**config.mk**
```make
export PLATFORM = sky130hd
export DESIGN_NAME = stepper_driver_uart_write_framer
export DESIGN_NICKNAME = d
export VERILOG_FILES = /design/src/rtl/sduwf_pkg.sv /design/src/rtl/sduwf_ctrl.sv /design/src/rtl/sduwf_datapath.sv /design/src/rtl/stepper_driver_uart_write_framer.sv
export VERILOG_INCLUDE_DIRS = /design/src /design/src/rtl
export SDC_FILE = /design/constraint.sdc
export NUM_CORES = 1
export LEC_CHECK = 0
export BUFFER_PORTS_ARGS = -buffer_cell sky130_fd_sc_hd__buf_2
export CELL_PAD_IN_SITES_DETAIL_PLACEMENT = 0
export CELL_PAD_IN_SITES_GLOBAL_PLACEMENT = 1
export CORE_ASPECT_RATIO = 0.8
export CORE_UTILIZATION = 45
export DETAILED_ROUTE_END_ITERATION = 10
export HOLD_SLACK_MARGIN = 0.08
export PLACE_DENSITY = 0.84
export RECOVER_POWER = 25
export SLEW_MARGIN = 10
export SYNTH_ARGS = -nofsm -noshare
export SYNTH_HDL_FRONTEND = slang
export SYNTH_SLANG_ARGS = --single-unit
```
**constraint.sdc**
```tcl
create_clock -name aclk -period 7.13 [get_ports aclk]
set_input_delay 0 -clock aclk [delete_from_list [all_inputs] [get_ports aclk]]
set_output_delay 0 -clock aclk [all_outputs]
set_load 0.05 [all_outputs]
```
**src/rtl/stepper_driver_uart_write_framer_macros.svh**
```systemverilog
// Assertion macros shared by the register-write framer.
`ifndef STEPPER_DRIVER_UART_WRITE_FRAMER_MACROS_SVH
`define STEPPER_DRIVER_UART_WRITE_FRAMER_MACROS_SVH
`ifndef SYNTHESIS
`define SDUWF_ASSERT_SAME(lbl, ante, cons) \
    lbl: assert property (@(posedge aclk) disable iff (!aresetn) (ante) |-> (cons)) \
        else $error("framer assertion failed");
`define SDUWF_ASSERT_NEXT(lbl, ante, cons) \
    lbl: assert property (@(posedge aclk) disable iff (!aresetn) (ante) |=> (cons)) \
        else $error("framer assertion failed");
`else
`define SDUWF_ASSERT_SAME(lbl, ante, cons)
`define SDUWF_ASSERT_NEXT(lbl, ante, cons)
`endif
`endif

```
**src/rtl/sduwf_pkg.sv**
```systemverilog
// Types, constants and helper functions of the register-write framer.
`timescale 1ns / 1ps
package sduwf_pkg;

    localparam logic [1:0] CMD_INIT      = 2'd0;
    localparam logic [1:0] CMD_MICROSTEP = 2'd1;
    localparam logic [1:0] CMD_CURRENT   = 2'd2;

    localparam logic [7:0]  SYNC_BYTE        = 8'h05;
    localparam logic [7:0]  WRITE_FLAG       = 8'h80;
    localparam logic [7:0]  CRC_POLY         = 8'h07;
    localparam logic [7:0]  REG_GCONF        = 8'h00;
    localparam logic [7:0]  REG_IHOLD_IRUN   = 8'h10;
    localparam logic [7:0]  REG_CHOPCONF     = 8'h6C;
    localparam logic [31:0] GCONF_INIT_BITS  = 32'h0000_00C0;
    localparam logic [31:0] CHOPCONF_DEFAULT = 32'h1001_0053;
    localparam logic [31:0] MRES_MASK        = 32'h0F00_0000;
    localparam logic [31:0] VSENSE_MASK      = 32'h0002_0000;
    localparam logic [19:0] K_NORMAL         = 20'd303699;
    localparam logic [19:0] K_HIGHSENSE      = 20'd548346;
    localparam logic [11:0] SCALE_LOW_LIMIT  = 12'd16;
    localparam logic [11:0] SCALE_MAX        = 12'd31;
    localparam logic [2:0]  LAST_BYTE        = 3'd7;

    typedef struct packed {
        logic [1:0]  cmd;
        logic [15:0] value;
    } in_item_t;

    typedef struct packed {
        logic [7:0] tx_byte;
        logic       datagram_end;
        logic       run_end;
    } out_item_t;

    typedef enum logic [3:0] {
        ST_IDLE,
        ST_DECODE,
        ST_MUL_NORM,
        ST_CHECK,
        ST_MUL_HIGH,
        ST_SCALE,
        ST_SEND,
        ST_LOAD_HOLD
    } state_t;

    typedef enum logic [1:0] {
        KIND_NONE,
        KIND_GCONF,
        KIND_MRES,
        KIND_CURRENT
    } kind_t;

    typedef enum logic [1:0] {
        DG_GCONF,
        DG_MRES,
        DG_CHOP_VS,
        DG_IHOLD
    } dg_sel_t;

    typedef struct packed {
        logic    capture;
        logic    mul;
        logic    mul_high;
        logic    take_scale;
        logic    load;
        dg_sel_t dg_sel;
        logic    emit;
        logic    last_run;
    } ctrl_cmd_t;

    typedef struct packed {
        kind_t kind;
        logic  scale_low;
        logic  byte_last;
        logic  out_free;
    } dp_status_t;

    function automatic logic [7:0] crc_feed(input logic [7:0] crc_in, input logic [7:0] data);
        logic [7:0] c;
        c = crc_in;
        for (int i = 0; i < 8; i++) begin
            if (c[7] ^ data[i]) begin
                c = {c[6:0], 1'b0} ^ CRC_POLY;
            end else begin
                c = {c[6:0], 1'b0};
            end
        end
        return c;
    endfunction

    // Returns {valid, code}; code 8 stands for full steps.
    function automatic logic [4:0] mres_code(input logic [15:0] count);
        logic [4:0] r;
        r = 5'd0;
        unique case (count)
            16'd256: r = {1'b1, 4'd0};
            16'd128: r = {1'b1, 4'd1};
            16'd64:  r = {1'b1, 4'd2};
            16'd32:  r = {1'b1, 4'd3};
            16'd16:  r = {1'b1, 4'd4};
            16'd8:   r = {1'b1, 4'd5};
            16'd4:   r = {1'b1, 4'd6};
            16'd2:   r = {1'b1, 4'd7};
            16'd0:   r = {1'b1, 4'd8};
            default: r = 5'd0;
        endcase
        return r;
    endfunction

endpackage

```
**src/rtl/sduwf_ctrl.sv**
```systemverilog
// Controller state machine that sequences decode, scaling and datagram transfers.
`timescale 1ns / 1ps
module sduwf_ctrl (
    input  logic                  aclk,
    input  logic                  aresetn,
    input  logic                  s_valid,
    output logic                  s_ready,
    input  sduwf_pkg::dp_status_t status,
    output sduwf_pkg::ctrl_cmd_t  cmd
);

    sduwf_pkg::state_t state_reg, state_next;
    logic              second_reg, second_next;

    always_ff @(posedge aclk) begin
        if (!aresetn) begin
            state_reg  <= sduwf_pkg::ST_IDLE;
            second_reg <= 1'b0;
        end else begin
            state_reg  <= state_next;
            second_reg <= second_next;
        end
    end

    always_comb begin
        state_next  = state_reg;
        second_next = second_reg;
        unique case (state_reg)
            sduwf_pkg::ST_IDLE: begin
                if (s_valid) begin
                    state_next = sduwf_pkg::ST_DECODE;
                end
            end
            sduwf_pkg::ST_DECODE: begin
                unique case (status.kind)
                    sduwf_pkg::KIND_GCONF, sduwf_pkg::KIND_MRES: begin
                        state_next  = sduwf_pkg::ST_SEND;
                        second_next = 1'b0;
                    end
                    sduwf_pkg::KIND_CURRENT: begin
                        state_next  = sduwf_pkg::ST_MUL_NORM;
                        second_next = 1'b1;
                    end
                    default: state_next = sduwf_pkg::ST_IDLE;
                endcase
            end
            sduwf_pkg::ST_MUL_NORM: state_next = sduwf_pkg::ST_CHECK;
            sduwf_pkg::ST_CHECK: begin
                state_next = status.scale_low ? sduwf_pkg::ST_MUL_HIGH : sduwf_pkg::ST_SEND;
            end
            sduwf_pkg::ST_MUL_HIGH: state_next = sduwf_pkg::ST_SCALE;
            sduwf_pkg::ST_SCALE:    state_next = sduwf_pkg::ST_SEND;
            sduwf_pkg::ST_SEND: begin
                if (status.out_free && status.byte_last) begin
                    state_next = second_reg ? sduwf_pkg::ST_LOAD_HOLD : sduwf_pkg::ST_IDLE;
                end
            end
            sduwf_pkg::ST_LOAD_HOLD: begin
                state_next  = sduwf_pkg::ST_SEND;
                second_next = 1'b0;
            end
            default: state_next = sduwf_pkg::ST_IDLE;
        endcase
    end

    always_comb begin
        s_ready        = 1'b0;
        cmd            = '0;
        cmd.dg_sel     = sduwf_pkg::DG_GCONF;
        unique case (state_reg)
            sduwf_pkg::ST_IDLE: begin
                s_ready     = 1'b1;
                cmd.capture = s_valid;
            end
            sduwf_pkg::ST_DECODE: begin
                cmd.load   = (status.kind == sduwf_pkg::KIND_GCONF) ||
                             (status.kind == sduwf_pkg::KIND_MRES);
                cmd.dg_sel = (status.kind == sduwf_pkg::KIND_MRES) ?
                             sduwf_pkg::DG_MRES : sduwf_pkg::DG_GCONF;
            end
            sduwf_pkg::ST_MUL_NORM: cmd.mul = 1'b1;
            sduwf_pkg::ST_CHECK: begin
                cmd.load       = 1'b1;
                cmd.dg_sel     = sduwf_pkg::DG_CHOP_VS;
                cmd.take_scale = !status.scale_low;
            end
            sduwf_pkg::ST_MUL_HIGH: begin
                cmd.mul      = 1'b1;
                cmd.mul_high = 1'b1;
            end
            sduwf_pkg::ST_SCALE: cmd.take_scale = 1'b1;
            sduwf_pkg::ST_SEND: begin
                cmd.emit     = status.out_free;
                cmd.last_run = !second_reg;
            end
            sduwf_pkg::ST_LOAD_HOLD: begin
                cmd.load   = 1'b1;
                cmd.dg_sel = sduwf_pkg::DG_IHOLD;
            end
            default: s_ready = 1'b0;
        endcase
    end

endmodule

```
**src/rtl/sduwf_datapath.sv**
```systemverilog
// Datapath: shadow registers, current scaling, datagram bytes, CRC and output register.
`timescale 1ns / 1ps
module sduwf_datapath (
    input  logic                  aclk,
    input  logic                  aresetn,
    input  sduwf_pkg::ctrl_cmd_t  cmd,
    output sduwf_pkg::dp_status_t status,
    input  sduwf_pkg::in_item_t   s_data,
    input  logic                  cfg_valid,
    input  logic [1:0]            cfg_data,
    output logic                  m_valid,
    input  logic                  m_ready,
    output sduwf_pkg::out_item_t  m_data
);

    logic [1:0]           node_reg;
    logic [1:0]           cmd_reg;
    logic [15:0]          value_reg;
    logic [31:0]          gconf_reg, gconf_next;
    logic [31:0]          chop_reg, chop_next;
    logic [35:0]          prod_reg;
    logic [4:0]           scale_reg;
    logic [7:0]           dg_addr_reg, dg_addr_next;
    logic [31:0]          dg_val_reg, dg_val_next;
    logic [2:0]           idx_reg;
    logic [7:0]           crc_reg;
    logic                 m_valid_reg;
    sduwf_pkg::out_item_t m_data_reg;

    logic [4:0]  mres;
    logic [11:0] p_top;
    logic [11:0] scale_raw;
    logic [4:0]  scale_sat;
    logic [7:0]  cur_byte;
    logic [19:0] k_sel;

    assign mres      = sduwf_pkg::mres_code(value_reg);
    assign p_top     = prod_reg[35:24];
    assign scale_raw = (p_top != 12'd0) ? (p_top - 12'd1) : 12'd0;
    assign scale_sat = (scale_raw > sduwf_pkg::SCALE_MAX) ? sduwf_pkg::SCALE_MAX[4:0]
                                                          : scale_raw[4:0];
    assign k_sel     = cmd.mul_high ? sduwf_pkg::K_HIGHSENSE : sduwf_pkg::K_NORMAL;

    always_comb begin
        unique case (cmd_reg)
            sduwf_pkg::CMD_INIT:      status.kind = sduwf_pkg::KIND_GCONF;
            sduwf_pkg::CMD_MICROSTEP: status.kind = mres[4] ? sduwf_pkg::KIND_MRES
                                                           : sduwf_pkg::KIND_NONE;
            sduwf_pkg::CMD_CURRENT:   status.kind = sduwf_pkg::KIND_CURRENT;
            default:                  status.kind = sduwf_pkg::KIND_NONE;
        endcase
        status.scale_low = scale_raw < sduwf_pkg::SCALE_LOW_LIMIT;
        status.byte_last = idx_reg == sduwf_pkg::LAST_BYTE;
        status.out_free  = !m_valid_reg || m_ready;
    end

    always_comb begin
        gconf_next   = gconf_reg;
        chop_next    = chop_reg;
        dg_addr_next = dg_addr_reg;
        dg_val_next  = dg_val_reg;
        if (cmd.load) begin
            unique case (cmd.dg_sel)
                sduwf_pkg::DG_GCONF: begin
                    gconf_next   = gconf_reg | sduwf_pkg::GCONF_INIT_BITS;
                    chop_next    = sduwf_pkg::CHOPCONF_DEFAULT;
                    dg_addr_next = sduwf_pkg::REG_GCONF;
                    dg_val_next  = gconf_reg | sduwf_pkg::GCONF_INIT_BITS;
                end
                sduwf_pkg::DG_MRES: begin
                    chop_next    = (chop_reg & ~sduwf_pkg::MRES_MASK) |
                                   {4'd0, mres[3:0], 24'd0};
                    dg_addr_next = sduwf_pkg::REG_CHOPCONF;
                    dg_val_next  = (chop_reg & ~sduwf_pkg::MRES_MASK) |
                                   {4'd0, mres[3:0], 24'd0};
                end
                sduwf_pkg::DG_CHOP_VS: begin
                    chop_next    = status.scale_low ? (chop_reg | sduwf_pkg::VSENSE_MASK)
                                                    : (chop_reg & ~sduwf_pkg::VSENSE_MASK);
                    dg_addr_next = sduwf_pkg::REG_CHOPCONF;
                    dg_val_next  = chop_next;
                end
                sduwf_pkg::DG_IHOLD: begin
                    dg_addr_next = sduwf_pkg::REG_IHOLD_IRUN;
                    dg_val_next  = {19'd0, scale_reg, 3'd0, 1'b0, scale_reg[4:1]};
                end
                default: dg_addr_next = dg_addr_reg;
            endcase
        end
    end

    always_comb begin
        unique case (idx_reg)
            3'd0:    cur_byte = sduwf_pkg::SYNC_BYTE;
            3'd1:    cur_byte = {6'd0, node_reg};
            3'd2:    cur_byte = dg_addr_reg | sduwf_pkg::WRITE_FLAG;
            3'd3:    cur_byte = dg_val_reg[31:24];
            3'd4:    cur_byte = dg_val_reg[23:16];
            3'd5:    cur_byte = dg_val_reg[15:8];
            3'd6:    cur_byte = dg_val_reg[7:0];
            default: cur_byte = crc_reg;
        endcase
    end

    always_ff @(posedge aclk) begin
        if (!aresetn) begin
            node_reg    <= 2'd0;
            gconf_reg   <= 32'd0;
            chop_reg    <= 32'd0;
            m_valid_reg <= 1'b0;
            idx_reg     <= 3'd0;
            crc_reg     <= 8'd0;
        end else begin
            if (cfg_valid) begin
                node_reg <= cfg_data;
            end
            gconf_reg <= gconf_next;
            chop_reg  <= chop_next;
            if (cmd.load) begin
                idx_reg <= 3'd0;
                crc_reg <= 8'd0;
            end else if (cmd.emit) begin
                idx_reg <= idx_reg + 3'd1;
                crc_reg <= sduwf_pkg::crc_feed(crc_reg, cur_byte);
            end
            if (cmd.emit) begin
                m_valid_reg <= 1'b1;
            end else if (m_ready) begin
                m_valid_reg <= 1'b0;
            end
        end
    end

    always_ff @(posedge aclk) begin
        dg_addr_reg <= dg_addr_next;
        dg_val_reg  <= dg_val_next;
        if (cmd.capture) begin
            cmd_reg   <= s_data.cmd;
            value_reg <= s_data.value;
        end
        if (cmd.mul) begin
            prod_reg <= {20'd0, value_reg} * {16'd0, k_sel};
        end
        if (cmd.take_scale) begin
            scale_reg <= scale_sat;
        end
        if (cmd.emit) begin
            m_data_reg.tx_byte      <= cur_byte;
            m_data_reg.datagram_end <= status.byte_last;
            m_data_reg.run_end      <= status.byte_last && cmd.last_run;
        end
    end

    assign m_valid = m_valid_reg;
    assign m_data  = m_data_reg;

endmodule

```
**src/rtl/stepper_driver_uart_write_framer.sv**
```systemverilog
// Top level of the UART register-write datagram framer for a stepper driver.
//
//  channel  ports                      payload
//  input    s_valid s_ready s_data     cmd, value
//  result   m_valid m_ready m_data     tx_byte, datagram_end, run_end
//  config   cfg_valid cfg_ready        cfg_data = node address
//
// One command is taken at a time. Init and microstep commands go from the transfer to a
// decode state, then send eight bytes, one byte per cycle while the result side does not
// stall. A current command adds the normal multiply and check states, the high-sensitivity
// multiply and scale states when that scale is needed, and a load state for the second
// datagram; it sends sixteen bytes. An ignored command is decoded and sends nothing.
// A stall on the result side holds the byte sequencer. Reset clears the shadow registers,
// the node address and all control state; no clearing pass is needed.
`timescale 1ns / 1ps
`include "stepper_driver_uart_write_framer_macros.svh"
module stepper_driver_uart_write_framer (
    input  logic                 aclk,
    input  logic                 aresetn,
    input  logic                 s_valid,
    output logic                 s_ready,
    input  sduwf_pkg::in_item_t  s_data,
    output logic                 m_valid,
    input  logic                 m_ready,
    output sduwf_pkg::out_item_t m_data,
    input  logic                 cfg_valid,
    output logic                 cfg_ready,
    input  logic [1:0]           cfg_data
);

    sduwf_pkg::ctrl_cmd_t  cmd;
    sduwf_pkg::dp_status_t status;

    assign cfg_ready = 1'b1;

    sduwf_ctrl u_ctrl (
        .aclk    (aclk),
        .aresetn (aresetn),
        .s_valid (s_valid),
        .s_ready (s_ready),
        .status  (status),
        .cmd     (cmd)
    );

    sduwf_datapath u_datapath (
        .aclk      (aclk),
        .aresetn   (aresetn),
        .cmd       (cmd),
        .status    (status),
        .s_data    (s_data),
        .cfg_valid (cfg_valid),
        .cfg_data  (cfg_data),
        .m_valid   (m_valid),
        .m_ready   (m_ready),
        .m_data    (m_data)
    );

    // The last byte of a command is always the CRC byte of a datagram.
    `SDUWF_ASSERT_SAME(a_run_end_on_crc, m_valid && m_data.run_end, m_data.datagram_end)
    // A command transfer makes the block busy in the next cycle.
    `SDUWF_ASSERT_NEXT(a_busy_after_accept, s_valid && s_ready, !s_ready)
    // A new command is taken only once every byte but the final one has gone out.
    `SDUWF_ASSERT_SAME(a_accept_after_run, s_valid && s_ready, !m_valid || m_data.run_end)

endmodule
```
## After elaboration in Yosys (flattened, before gate mapping)

Cells that the tools add are included.

- Bits of input ports: 25
- Register bits after elaboration: 159

- Equal/unequal tests: 33
- Multiplexer cells: 57
- Order comparisons: 2
- $add $sub $neg: 2
- Reductions and logical operators: 24
- Bitwise logic cells: 18
- Multiply operators: 1

Operator list:

| kind | count |
|---|---|
| 8-bit 2-to-1 mux | 21 |
| 32-bit case mux with 4 select lines | 1 |
| 32-bit case mux with 3 select lines | 1 |
| 8-bit case mux with 7 select lines | 1 |
| 5-bit case mux with 9 select lines | 1 |
| 16-bit by 20-bit multiplier with 36-bit output | 1 |
| 32-bit by 28-bit OR with 32-bit output | 1 |
| 4-bit case mux with 7 select lines | 1 |
| 3-bit 2-to-1 mux | 9 |
| 3-bit NOT | 8 |
| 7-bit case mux with 3 select lines | 1 |
| 20-bit 2-to-1 mux | 1 |
| 18-bit 2-to-1 mux | 1 |
| 16-bit by 2-bit == test with 1-bit output (second input constant) | 1 |
| 16-bit by 3-bit == test with 1-bit output (second input constant) | 1 |
| 16-bit by 4-bit == test with 1-bit output (second input constant) | 1 |
| 16-bit by 5-bit == test with 1-bit output (second input constant) | 1 |
| 16-bit by 6-bit == test with 1-bit output (second input constant) | 1 |
| 16-bit by 7-bit == test with 1-bit output (second input constant) | 1 |
| 16-bit by 8-bit == test with 1-bit output (second input constant) | 1 |
| 16-bit by 9-bit == test with 1-bit output (second input constant) | 1 |
| 4-bit by 3-bit == test with 1-bit output (second input constant) | 4 |
| 16-bit logical NOT | 1 |
| 3-bit == test (second input constant) | 4 |
| 34 further kinds | 72 |

## Depth between registers and ports, before layout

Gate-level depths: netlist (run 1).

- Depth in word-level cells: 41
- Depth in mapped cells: 28

## Hierarchy

A second synthesis (run 1) with hierarchy kept.

- Cells, all modules: 1,225
- Area total of the unflattened synthesis: 12,774.8 µm²

By module, submodules not included:

| module | area each (µm²) | cells each | times used |
|---|---|---|---|
| sduwf_datapath | 12,393.1 | 1,177 | 1 |
| sduwf_ctrl | 370.4 | 46 | 1 |
| stepper_driver_uart_write_framer | 11.3 | 2 | 1 |

## Worst setup path after synthesis (run 1)

No wires, ideal clock.

- Path type: register -> register
- Start point: register u_ctrl.state_reg[2]
- End point: register u_datapath.prod_reg[33], data pin
- Setup slack: 376 ps
- Library setup time: 256 ps
- Arrival: 6,498 ps
- Path buffers: 3
- Stages on the path, launching flop included: 24
- Path through: dfxtp_1 clkbuf_1 nand2b_1 nor2_1 clkbuf_1 clkbuf_1 nand2_1 fa_1 fa_1 inv_1 fa_1 fa_1 fa_1 inv_1 fa_1 inv_1 ha_1 a21oi_1 o21ai_0 a311o_1 a21oi_1 o211ai_1 a211o_1 o211a_1

- Cells in the longest elaborated chain, start to end: 4

Ends and longest elaborated chain:

| what | line | source |
|---|---|---|
| from (decl) | sduwf_ctrl.sv:12 | `sduwf_pkg::state_t state_reg, state_next;` |
| from (signal assigned) | sduwf_ctrl.sv:17 | `state_reg <= sduwf_pkg::ST_IDLE;` |
| from (signal assigned) | sduwf_ctrl.sv:20 | `state_reg <= state_next;` |
| 4-bit by 3-bit == test with 1-bit output | sduwf_ctrl.sv:70 | `unique case (state_reg)` |
| 1-bit 2-to-1 mux | sduwf_ctrl.sv:70 |  |
| 20-bit 2-to-1 mux | sduwf_datapath.sv:42 | `assign k_sel = cmd.mul_high ? sduwf_pkg::K_HIGHSENSE : sduwf_pkg::K_NORMAL;` |
| 16-bit by 20-bit multiplier with 36-bit output | sduwf_datapath.sv:142 | `prod_reg <= {20'd0, value_reg} * {16'd0, k_sel};` |
| to (signal assigned) | sduwf_datapath.sv:142 |  |
| to (decl) | sduwf_datapath.sv:21 | `logic [35:0] prod_reg;` |

Every way passes these cells.
A chain may end at the register's enable or synchronous reset.

## Worst setup path after layout (run 1)

- Start point: register u_ctrl.state_reg[1]
- End point: register u_datapath.prod_reg[30], data pin

The elaborated chain is that of the path after synthesis.

==> qor.txt, run 1 <==
status -> complete, but fails checks
violated checks -> max-capacitance violations, max-slew violations
post-synthesis register bit count -> 122
Slew headroom -> -1.13%
Tcrit/Tclk final -> 95.7%
fin cells -> 1700
R2R Path End -> u_datapath.prod_reg[30]
placed insts -> 1639
die area -> 0.0292 mm2
gr ovfl total -> 0
Final ANT Viol Nets -> 0
die height -> 153 um
Hold Crit Start -> s_data[9]
vias in the first global route -> 9196
most instantiated cells after synthesis -> inv_1 (256), fa_1 (167), ha_1 (150), nand2_1 (84), edfxtp_1 (77)
routed via count -> 8970
fmax -> 146 MHz
I/O pins -> 38
Clock Latency Late Sink -> 0.43 ns
Syn-to-layout area delta -> 10.9%
max reg flops -> 30
WHS Path Cells -> 2
post-DR vias/cell -> 5.28
post-synth top area share -> 26.1%
Crit. Startpoint -> u_ctrl.state_reg[1]
CP required -> 7.30 ns
worst clock skew -> 0.0154 ns
routability cong. -> 0.920
H-tree level count -> 4
element type at the critical path start -> flip-flop
first-pass GRT wire length -> 48.3 mm
Final Critical Period -> 6.83 ns
Slew Limit Fails -> 19
Async SR Flop Fraction -> 0%
Fin. Hold Viols -> 0
R2R cell count -> 23
post-synth cell types -> 75
FF+latch area -> 0.00321 mm2
Final setup viols -> 0
post-DR wirelength/cell -> 17.3 um
clock sink count -> 122
TritonCTS clock tree -> built
# rows -> 54
drt drc -> 0
RSZ-0062 raised after global routing -> no
HPWL after detailed placement -> 24.2 mm
WL final -> 29.5 mm
Pre-Repair DR Iteration Count -> 7
reg2reg setup slack -> 0.30 ns
Arr. time, crit path -> 6.99 ns
Worst-Margin Slew -> 1.52 ns
initial antenna violation count -> 0
pre-CTS WS -> 0.212 ns
CTS clk-pin slew, worst paths -> 0.06 ns
Area contributors post-synth -> fa_1 (26%), edfxtp_1 (18%), ha_1 (15%)
FILL cells -> 2484
diodes inserted -> 0
multi-input logic area -> 0.00848 mm2
Seq/Total Area, Yosys -> 25.1%
setup ws final -> 0.303 ns
most used flip-flop cell after synthesis -> edfxtp_1
final cell utilization of the core -> 51.4%
Max-Cap Viols -> 1
initial core utilization -> 46.4%
crit path kind -> flip-flop to flip-flop
Setup Fix Bufs, Post-CTS -> 0
most frequent cell after synthesis -> inv_1
pin count of the biggest net entering global routing -> 33
core footprint -> 0.0276 mm2
Layout Nets -> 1665
total CTS buffers -> 17
Root Buffer Master -> clkbuf_16
Hold Path End -> u_datapath.value_reg[9]
Reg2Reg Launch Point -> u_ctrl.state_reg[1]
share of cells above drive strength 1 -> 6.74%
DRT iter0 DRCs -> 717
EDFF count, synth -> 77
Setup TNS Final -> 0 ns
largest area contributor in the netlist -> fa_1
Cells after Synth -> 1252
critical path peak fanout -> 22
Post-Syn Area -> 0.0128 mm2
Ys Warns -> 0
I/O Buffers -> 36
Die Span X -> 191 um
syn_area_per_cell -> 10.2 um2
GR Util All Layers -> 21.5%
Clock Path Buffers -> 2
Critical Path End Type -> flip-flop
Hold Crit Class -> input pin to flip-flop
## cells by family (layout without fill, tap and decap cells)
kind of cell | after synthesis | in the layout | synth area share (%)
muxes | 8 | 8 | 0.635
adders and majority gates | 318 | 318 | 40.8
and+or+nand+nor | 278 | 278 | 11.3
other | 2 | 17 | 0.0586
DFF | 122 | 122 | 25.1
xor gates and xnor gates | 31 | 31 | 2.30
AOI/OAI and AO/OA | 194 | 194 | 10.7
buffers and inverters | 299 | 368 | 9.18
## worst max path at each step
stage / end / slack, ns
2_1_floorplan: u_datapath.prod_reg[33] / 0.38
3_3_place_gp: u_datapath.prod_reg[33] / 0.29
3_5_place_dp: u_datapath.prod_reg[33] / 0.21
4_1_cts: u_datapath.prod_reg[33] / 0.19
5_1_grt: u_datapath.prod_reg[30] / 0.009
6_report: u_datapath.prod_reg[30] / 0.30
## routing by layer
layer,track usage (%),wire (um)
met3,5.05,2390
met1,31.7,13800
met2,32.2,12900
met4,4.27,315
met5,0,0
## worst max-delay path: stages, from the launching register on
cell	delay, ns
dfxtp_1	0.32
nand2b_1	0.17
nor2_1	0.11
buf_4	0.26
nand2_1	0.19
xnor2_1	0.20
and2_1	0.21
ha_1	0.20
nand2b_1	0.20
fa_1	0.50
fa_1	0.49
inv_1	0.06
fa_1	0.52
inv_1	0.05
fa_1	0.51
fa_1	0.49
ha_1	0.35
nand4_1	0.15
nor2_1	0.24
and4_1	0.30
o2111ai_1	0.25
o211ai_1	0.38
a21boi_0	0.23
xnor2_1	0.17
## cell type report
cell class                 count  area share, %
clock buffer                  18           3.02
clock inverter                14          0.854
inverter                     258           6.81
multi-input combinational    846           59.7
sequential                   122           22.6
tap                          364           3.20
timing repair buffer          78           3.81
## cells in the final DEF (no fill, tap or decap), types with 8 or more instances in the layout
cell and instances:
nor2b_1 12, nand3_1 11, a21oi_1 43, nand2b_1 12, conb_1 17, o21ai_0 29, dfxtp_1 45, buf_2 21
ha_1 150, and3_1 11, xnor2_1 21, fa_1 167, nor3_1 11, inv_1 256, nor2_1 47, clkbuf_1 18
and2_1 47, or2_2 8, nand2_1 84, o211ai_1 9, clkbuf_16 17, a22oi_1 13, o21a_1 9, buf_4 11
a21o_1 22, edfxtp_1 77, dlygate4sd3_1 29
## what timing repair did
| action | 4_1_cts | 5_1_grt |
|---|---|---|
| gates resized for setup | 0 | 3 |
| hold buffers | 29 | 0 |
| endpoints found under the hold margin | 31 | 0 |
| setup endpoints to repair | 0 | 4 |
## stage by stage
step	area, um2	hold WS [ns]
final	14200	0.292
after CTS	14200	0.265
after detailed placement	13400	0.178
after floorplan	12900	0.0989
after global routing	14200	0.284
after global placement	13400	0.176
Power of run 1 is not shown: default switching activity piles up to over one toggle a cycle in this logic, so the estimate is an artifact.
==> run 2, diff against run 1 <==
--- a/config.mk
+++ b/config.mk
@@ -6,14 +6,14 @@
 export SDC_FILE = /design/constraint.sdc
 export NUM_CORES = 1
 export LEC_CHECK = 0
-export BUFFER_PORTS_ARGS = -buffer_cell sky130_fd_sc_hd__buf_2
 export CELL_PAD_IN_SITES_DETAIL_PLACEMENT = 0
 export CELL_PAD_IN_SITES_GLOBAL_PLACEMENT = 1
 export CORE_ASPECT_RATIO = 0.8
 export CORE_UTILIZATION = 45
 export DETAILED_ROUTE_END_ITERATION = 10
+export DONT_BUFFER_PORTS = 1
 export HOLD_SLACK_MARGIN = 0.08
-export PLACE_DENSITY = 0.84
+export PLACE_DENSITY = 0.83
 export RECOVER_POWER = 25
 export SLEW_MARGIN = 10
 export SYNTH_ARGS = -nofsm -noshare
==> run 2 against run 1 <==
- the flow still finishes with violations (max-capacitance violations, max-slew violations)
- via count fell by 2.5%
- die area did not move
- register-to-register slack barely moved
- sequential share of layout area rose by 0.32 points
- global-route usage fell by 0.35 points
- critical path type unchanged
- hold slack got worse by 0.20 ns
- non-clock buffer count fell by 41
- critical path depth fell by 1
- clock skew rose by 0.0054 ns
- final area fell by 1.4%
- final cell count fell by 2.4%
- routed wire length fell by 1.8%
==> qor.txt, run 2 (same netlist as run 1, synthesis figures left out) <==
crit path kind -> flip-flop to flip-flop (unchanged)
routed via count -> 8749 (was 8970)
most frequent cells in the layout -> inv_1 (256), fa_1 (167), ha_1 (150) (unchanged)
pin count of the biggest net entering global routing -> 33 (unchanged)
total CTS buffers -> 17 (unchanged)
max reg flops -> 30 (unchanged)
most common cell after layout, fill and taps aside -> inv_1 (unchanged)
Pre-Repair DR Iteration Count -> 5 (was 7)
drt drc -> 0 (unchanged)
Worst-Margin Slew -> 1.50 ns (was 1.52 ns)
Syn-to-layout area delta -> 9.39% (was 10.9%)
I/O pins -> 38 (unchanged)
violated checks -> max-capacitance violations, max-slew violations (unchanged)
I/O Buffers -> 0 (was 36)
Arr. time, crit path -> 6.98 ns (was 6.99 ns)
Slew headroom -> -1.08% (was -1.13%)
Die Span X -> 191 um (unchanged)
status -> complete, but fails checks (unchanged)
Slew Limit Fails -> 2 (was 19)
H-tree level count -> 4 (unchanged)
WL final -> 28.9 mm (was 29.5 mm)
critical path peak fanout -> 22 (unchanged)
Final Critical Period -> 6.83 ns (about the same)
Clock Path Buffers -> 2 (unchanged)
Setup TNS Final -> 0 ns (unchanged)
DRT iter0 DRCs -> 626 (was 717)
vias in the first global route -> 9033 (was 9196)
FILL cells -> 2453 (was 2484)
worst clock skew -> 0.0207 ns (was 0.0154 ns)
pre-CTS WS -> 0.265 ns (was 0.212 ns)
CTS clk-pin slew, worst paths -> 0.06 ns (about the same)
first-pass GRT wire length -> 47.6 mm (was 48.3 mm)
Setup Fix Bufs, Post-CTS -> 0 (unchanged)
Root Buffer Master -> clkbuf_16 (unchanged)
core footprint -> 0.0276 mm2 (unchanged)
Max-Cap Viols -> 1 (unchanged)
GR Util All Layers -> 21.2% (was 21.5%)
initial antenna violation count -> 0 (unchanged)
Clock Latency Late Sink -> 0.42 ns (was 0.43 ns)
die height -> 153 um (unchanged)
# rows -> 54 (unchanged)
initial core utilization -> 46.4% (unchanged)
Tcrit/Tclk final -> 95.8% (was 95.7%)
Critical Path End Type -> flip-flop (unchanged)
setup ws final -> 0.302 ns (was 0.303 ns)
post-DR wirelength/cell -> 17.4 um (was 17.3 um)
Layout Nets -> 1624 (was 1665)
element type at the critical path start -> flip-flop (unchanged)
routability cong. -> 0.956 (was 0.920)
Final setup viols -> 0 (unchanged)
die area -> 0.0292 mm2 (unchanged)
CP required -> 7.28 ns (was 7.30 ns)
Hold Crit Class -> input pin to flip-flop (unchanged)
Final ANT Viol Nets -> 0 (unchanged)
gr ovfl total -> 0 (unchanged)
Fin. Hold Viols -> 0 (unchanged)
post-DR vias/cell -> 5.27 (was 5.28)
share of cells above drive strength 1 -> 5.17% (was 6.74%)
fmax -> 146 MHz (about the same)
reg2reg setup slack -> 0.30 ns (about the same)
TritonCTS clock tree -> built (unchanged)
HPWL after detailed placement -> 24.0 mm (was 24.2 mm)
diodes inserted -> 0 (unchanged)
clock sink count -> 122 (unchanged)
run 2: cell types whose count changed in the layout (fill, tap and decap cells not counted), moves of 2 or more:
cell | previous run | this run
buf_2 | 21 | 0
clkinv_1 | 4 | 2
dlygate4sd3_1 | 29 | 26
buf_4 | 11 | 9
clkbuf_1 | 18 | 3
and2_1 | 47 | 49
run 2: stage by stage:
stage	util, %	hold WS [ns]	instance area (um2)	cells
global route	50.7	0.110	14000	1659
CTS	50.7	0.0815	14000	1659
detailed placement	47.8	0.0989	13200	1601
floorplan	-	0.0989	12900	1267
finish	50.7	0.0909	14000	1659
global placement	47.8	0.0989	13200	1601
run 2: timing repair:
action                                 CTS  global route
endpoints found under the hold margin   37             0
setup endpoints to repair                0             3
hold buffers                            26             0
resized for setup                        0             1
run 2: final timing paths:
path	cells past startpoint	start	to
min reg2reg	1	u_datapath.chop_reg[23]	u_datapath.chop_reg[23]
max	22	u_ctrl.state_reg[1]	u_datapath.prod_reg[30]
max reg2reg	22	u_ctrl.state_reg[1]	u_datapath.prod_reg[30]
min	3	aresetn	u_datapath.crc_reg[2]
run 2: layout make-up:
class | instances | area (um2) | share of cell area, %
clock buffers | 19 | 443 | 3.16
multi-input cells | 846 | 8480 | 60.5
flip-flops and latches | 122 | 3210 | 22.9
inverters | 258 | 968 | 6.91
well taps | 364 | 455 | 3.25
clock inverters | 13 | 118 | 0.839
repair buffers | 37 | 335 | 2.39
run 2: worst max-delay path: stages, from the launching register on:
cell       delay [ns]
dfxtp_1          0.32
nand2b_1         0.18
nor2_1           0.12
buf_4            0.28
and2_1           0.40
fa_1             0.55
fa_1             0.54
inv_1            0.05
fa_1             0.47
inv_1            0.05
fa_1             0.50
fa_1             0.54
inv_1            0.06
fa_1             0.54
inv_1            0.06
ha_1             0.31
and3_1           0.21
o211ai_1         0.12
a221oi_1         0.30
o2111ai_1        0.24
o211ai_1         0.32
a21boi_0         0.23
xnor2_1          0.18
run 2: per-layer routing:
layer	vias to the layer above	track usage, %	wire length [um]
met5	-	0	0
met4	0	3.16	149
met3	8	6.36	2220
met2	237	30.8	12200
met1	4324	31.5	14400
li1	4180	-	-
Power of run 2 is left out for the same reason.
==> run 3, diff against run 2 <==
--- a/config.mk
+++ b/config.mk
@@ -6,14 +6,14 @@
 export SDC_FILE = /design/constraint.sdc
 export NUM_CORES = 1
 export LEC_CHECK = 0
-export CELL_PAD_IN_SITES_DETAIL_PLACEMENT = 0
-export CELL_PAD_IN_SITES_GLOBAL_PLACEMENT = 1
+export CELL_PAD_IN_SITES_DETAIL_PLACEMENT = 2
+export CELL_PAD_IN_SITES_GLOBAL_PLACEMENT = 2
 export CORE_ASPECT_RATIO = 0.8
-export CORE_UTILIZATION = 45
+export CORE_UTILIZATION = 40
 export DETAILED_ROUTE_END_ITERATION = 10
 export DONT_BUFFER_PORTS = 1
 export HOLD_SLACK_MARGIN = 0.08
-export PLACE_DENSITY = 0.83
+export PLACE_DENSITY = 0.87
 export RECOVER_POWER = 25
 export SLEW_MARGIN = 10
 export SYNTH_ARGS = -nofsm -noshare
==> run 3 against run 2 <==
- the run ends with negative setup slack left
- maximum frequency shrank 14%
- count of clock-buffer cells in the layout fell by 1
- final cell count rose by 5.1%
- final area grew 4.2%
- register-to-register slack got worse by 1.1 ns
- die area is 12% higher
- critical path depth grew 2
- non-clock buffer count up 27
- sequential share of layout area fell by 0.92 points
- flip-flop and latch count unchanged
- via count rose by 28%
==> qor.txt, run 3 (same netlist as run 1, synthesis figures left out) <==
CTS clk-pin slew, worst paths -> 0.07 ns (was 0.06 ns)
die area -> 0.0328 mm2 (was 0.0292 mm2)
HPWL after detailed placement -> 34.8 mm (was 24.0 mm)
fin cells -> 1743 (was 1659)
TritonCTS clock tree -> built (unchanged)
vias in the first global route -> 12200 (was 9033)
total CTS buffers -> 17 (unchanged)
H-tree level count -> 4 (unchanged)
first-pass GRT wire length -> 82.0 mm (was 47.6 mm)
pin count of the biggest net entering global routing -> 33 (unchanged)
R2R Path End -> u_datapath.prod_reg[33] (was u_datapath.prod_reg[30])
routed length on met3 -> 6.60 mm (was 2.22 mm)
die height -> 162 um (was 153 um)
R2R cell count -> 24 (was 22)
Slew headroom -> 11.6% (was -1.08%)
post-DR vias/cell -> 6.45 (was 5.27)
violated checks -> negative setup slack (was max-capacitance violations, max-slew violations)
FF+latch area -> 0.00321 mm2 (about the same)
slowest CP cell -> fa_1 (unchanged)
met2 routed WL -> 29.7 mm (was 12.2 mm)
Pre-Repair DR Iteration Count -> 6 (was 5)
element type at the critical path start -> flip-flop (unchanged)
Reg2Reg Launch Point -> u_ctrl.state_reg[1] (unchanged)
I/O pins -> 38 (unchanged)
Metal-1 WL -> 23.1 mm (was 14.4 mm)
setup ws final -> -0.779 ns (was 0.302 ns)
Buf/Inv on CP -> 7 (was 5)
DRT iter0 DRCs -> 1219 (was 626)
GR Util All Layers -> 34.7% (was 21.2%)
Syn-to-layout area delta -> 14.0% (was 9.39%)
critical path, cell by cell -> nand2b_4, nor2_4, buf_8, nand2_1, inv_4, fa_2, fa_1, inv_1, fa_1, inv_1, fa_1, fa_1, inv_1, fa_2, inv_2, ha_4, nand2_1, o21ai_2, a311o_2, a21oi_4, buf_4, o211ai_1, nand2_2, o211a_1 (was nand2b_1, nor2_1, buf_4, and2_1, fa_1, fa_1, inv_1, fa_1, inv_1, fa_1, fa_1, inv_1, fa_1, inv_1, ha_1, and3_1, o211ai_1, a221oi_1, o2111ai_1, o211ai_1, a21boi_0, xnor2_1)
drt drc -> 0 (unchanged)
gr ovfl total -> 0 (unchanged)
CP most frequent cell -> fa_1 (unchanged)
Final setup viols -> 11 (was 0)
Hold Crit Class -> input pin to flip-flop (unchanged)
critical path peak fanout -> 8 (was 22)
Critical Path Max Stage Delay -> 0.74 ns (was 0.55 ns)
fmax -> 126 MHz (was 146 MHz)
Layout Nets -> 1651 (was 1624)
most common cell after layout, fill and taps aside -> inv_1 (unchanged)
Max-Cap Viols -> 0 (was 1)
Arr. time, crit path -> 8.12 ns (was 6.98 ns)
Final ANT Viol Nets -> 0 (unchanged)
highest metal used -> met5 (was met4)
clock sink count -> 122 (unchanged)
Hold Crit Start -> aresetn (unchanged)
# rows -> 58 (was 54)
most frequent cells in the layout -> inv_1 (247), fa_1 (160), ha_1 (144) (was inv_1 (256), fa_1 (167), ha_1 (150))
Die Span X -> 202 um (was 191 um)
Clock Latency Late Sink -> 0.46 ns (was 0.42 ns)
CP required -> 7.34 ns (was 7.28 ns)
reg2reg setup slack -> -0.78 ns (was 0.30 ns)
core footprint -> 0.0315 mm2 (was 0.0276 mm2)
I/O Buffers -> 0 (unchanged)
crit path kind -> flip-flop to flip-flop (unchanged)
initial antenna violation count -> 3 (was 0)
Root Buffer Master -> clkbuf_16 (unchanged)
worst clock skew -> 0.0214 ns (was 0.0207 ns)
FILL cells -> 3221 (was 2453)
initial core utilization -> 40.7% (was 46.4%)
post-DR wirelength/cell -> 37.4 um (was 17.4 um)
pre-CTS WS -> -0.0642 ns (was 0.265 ns)
Hold Path End -> u_datapath.chop_reg[31] (was u_datapath.crc_reg[2])
Clock Path Buffers -> 2 (unchanged)
cell family with most CP delay -> adder cells (unchanged)
Fin. Hold Viols -> 0 (unchanged)
routed via count -> 11200 (was 8749)
Final Critical Period -> 7.91 ns (was 6.83 ns)
Critical Path End Type -> flip-flop (unchanged)
routability cong. -> 0.956 (about the same)
placed insts -> 1661 (was 1601)
Worst-Margin Slew -> 1.33 ns (was 1.50 ns)
WL final -> 65.3 mm (was 28.9 mm)
share of cells above drive strength 1 -> 11.6% (was 5.17%)
max reg flops -> 30 (unchanged)
status -> complete, but fails checks (unchanged)
multi-input logic area -> 0.00872 mm2 (was 0.00848 mm2)
WHS Path Cells -> 3 (unchanged)
Slew Limit Fails -> 0 (was 2)
Tcrit/Tclk final -> 111% (was 95.8%)
-- run 3: cell count changes in the layout (fill, tap and decap cells not counted), moves of 7 or more --
cell,change
nand2_1,-8
inv_2,+7
buf_4,+24
nand2_2,+8
fa_2,+7
inv_1,-9
fa_1,-7
-- run 3: worst max path at each step --
stage	from	endpoint	slack, ns	cells after the start
2_1_floorplan	u_ctrl.state_reg[2]	u_datapath.prod_reg[33]	0.38	23
3_3_place_gp	u_ctrl.state_reg[2]	u_datapath.prod_reg[33]	0.32	18
3_5_place_dp	u_ctrl.state_reg[2]	u_datapath.prod_reg[33]	-0.06	18
4_1_cts	u_ctrl.state_reg[1]	u_datapath.prod_reg[29]	0.003	24
5_1_grt	u_ctrl.state_reg[2]	u_datapath.prod_reg[33]	-0.87	22
6_report	u_ctrl.state_reg[1]	u_datapath.prod_reg[33]	-0.78	24
-- run 3: through the flow --
stage | hold WS [ns] | util, % | TNS [ns] | area, um2
after floorplan | 0.0989 | - | 0 | 12900
after global placement | 0.0989 | 42.2 | 0 | 13300
after detailed placement | 0.0989 | 42.2 | -0.0783 | 13300
after CTS | 0.0837 | 45.2 | 0 | 14200
after global routing | 0.103 | 46.4 | -7.24 | 14600
final | 0.103 | 46.4 | -6.28 | 14600
-- run 3: layer usage --
metal	GRT usage, %	vias to the layer above
li1	-	4211
met1	40.6	5681
met2	58.3	930
met3	6.78	411
met4	22.5	4
met5	0	-
-- run 3: repair_timing --
item / CTS / global route
setup buffers: 4 / 17
hold endpoints to repair: 37 / 0
pin swaps: 2 / 14
resized for setup: 13 / 64
hold buffers: 27 / 0
gates cloned: 0 / 1
setup endpoints to repair: 9 / 12
-- run 3: layout make-up --
class	instances	area share, %
antenna	1	0.0171
clock buffer	18	3.08
timing repair buffer	64	3.83
clock inverter	14	1.08
sequential	122	22.0
inverter	258	6.67
tap	420	3.60
multi-input combinational	846	59.7
-- run 3: worst register-to-register path, cell delays in order, from the launching register on --
cell and delay [ns]:
dfxtp_1 0.33, nand2b_4 0.18, nor2_4 0.20, buf_8 0.19, nand2_1 0.18, inv_4 0.20, fa_2 0.50, fa_1 0.74
inv_1 0.17, fa_1 0.58, inv_1 0.07, fa_1 0.49, fa_1 0.59, inv_1 0.10, fa_2 0.71, inv_2 0.12
ha_4 0.40, nand2_1 0.30, o21ai_2 0.32, a311o_2 0.29, a21oi_4 0.09, buf_4 0.17, o211ai_1 0.34, nand2_2 0.17
o211a_1 0.25
Power of run 3 is left out for the same reason.
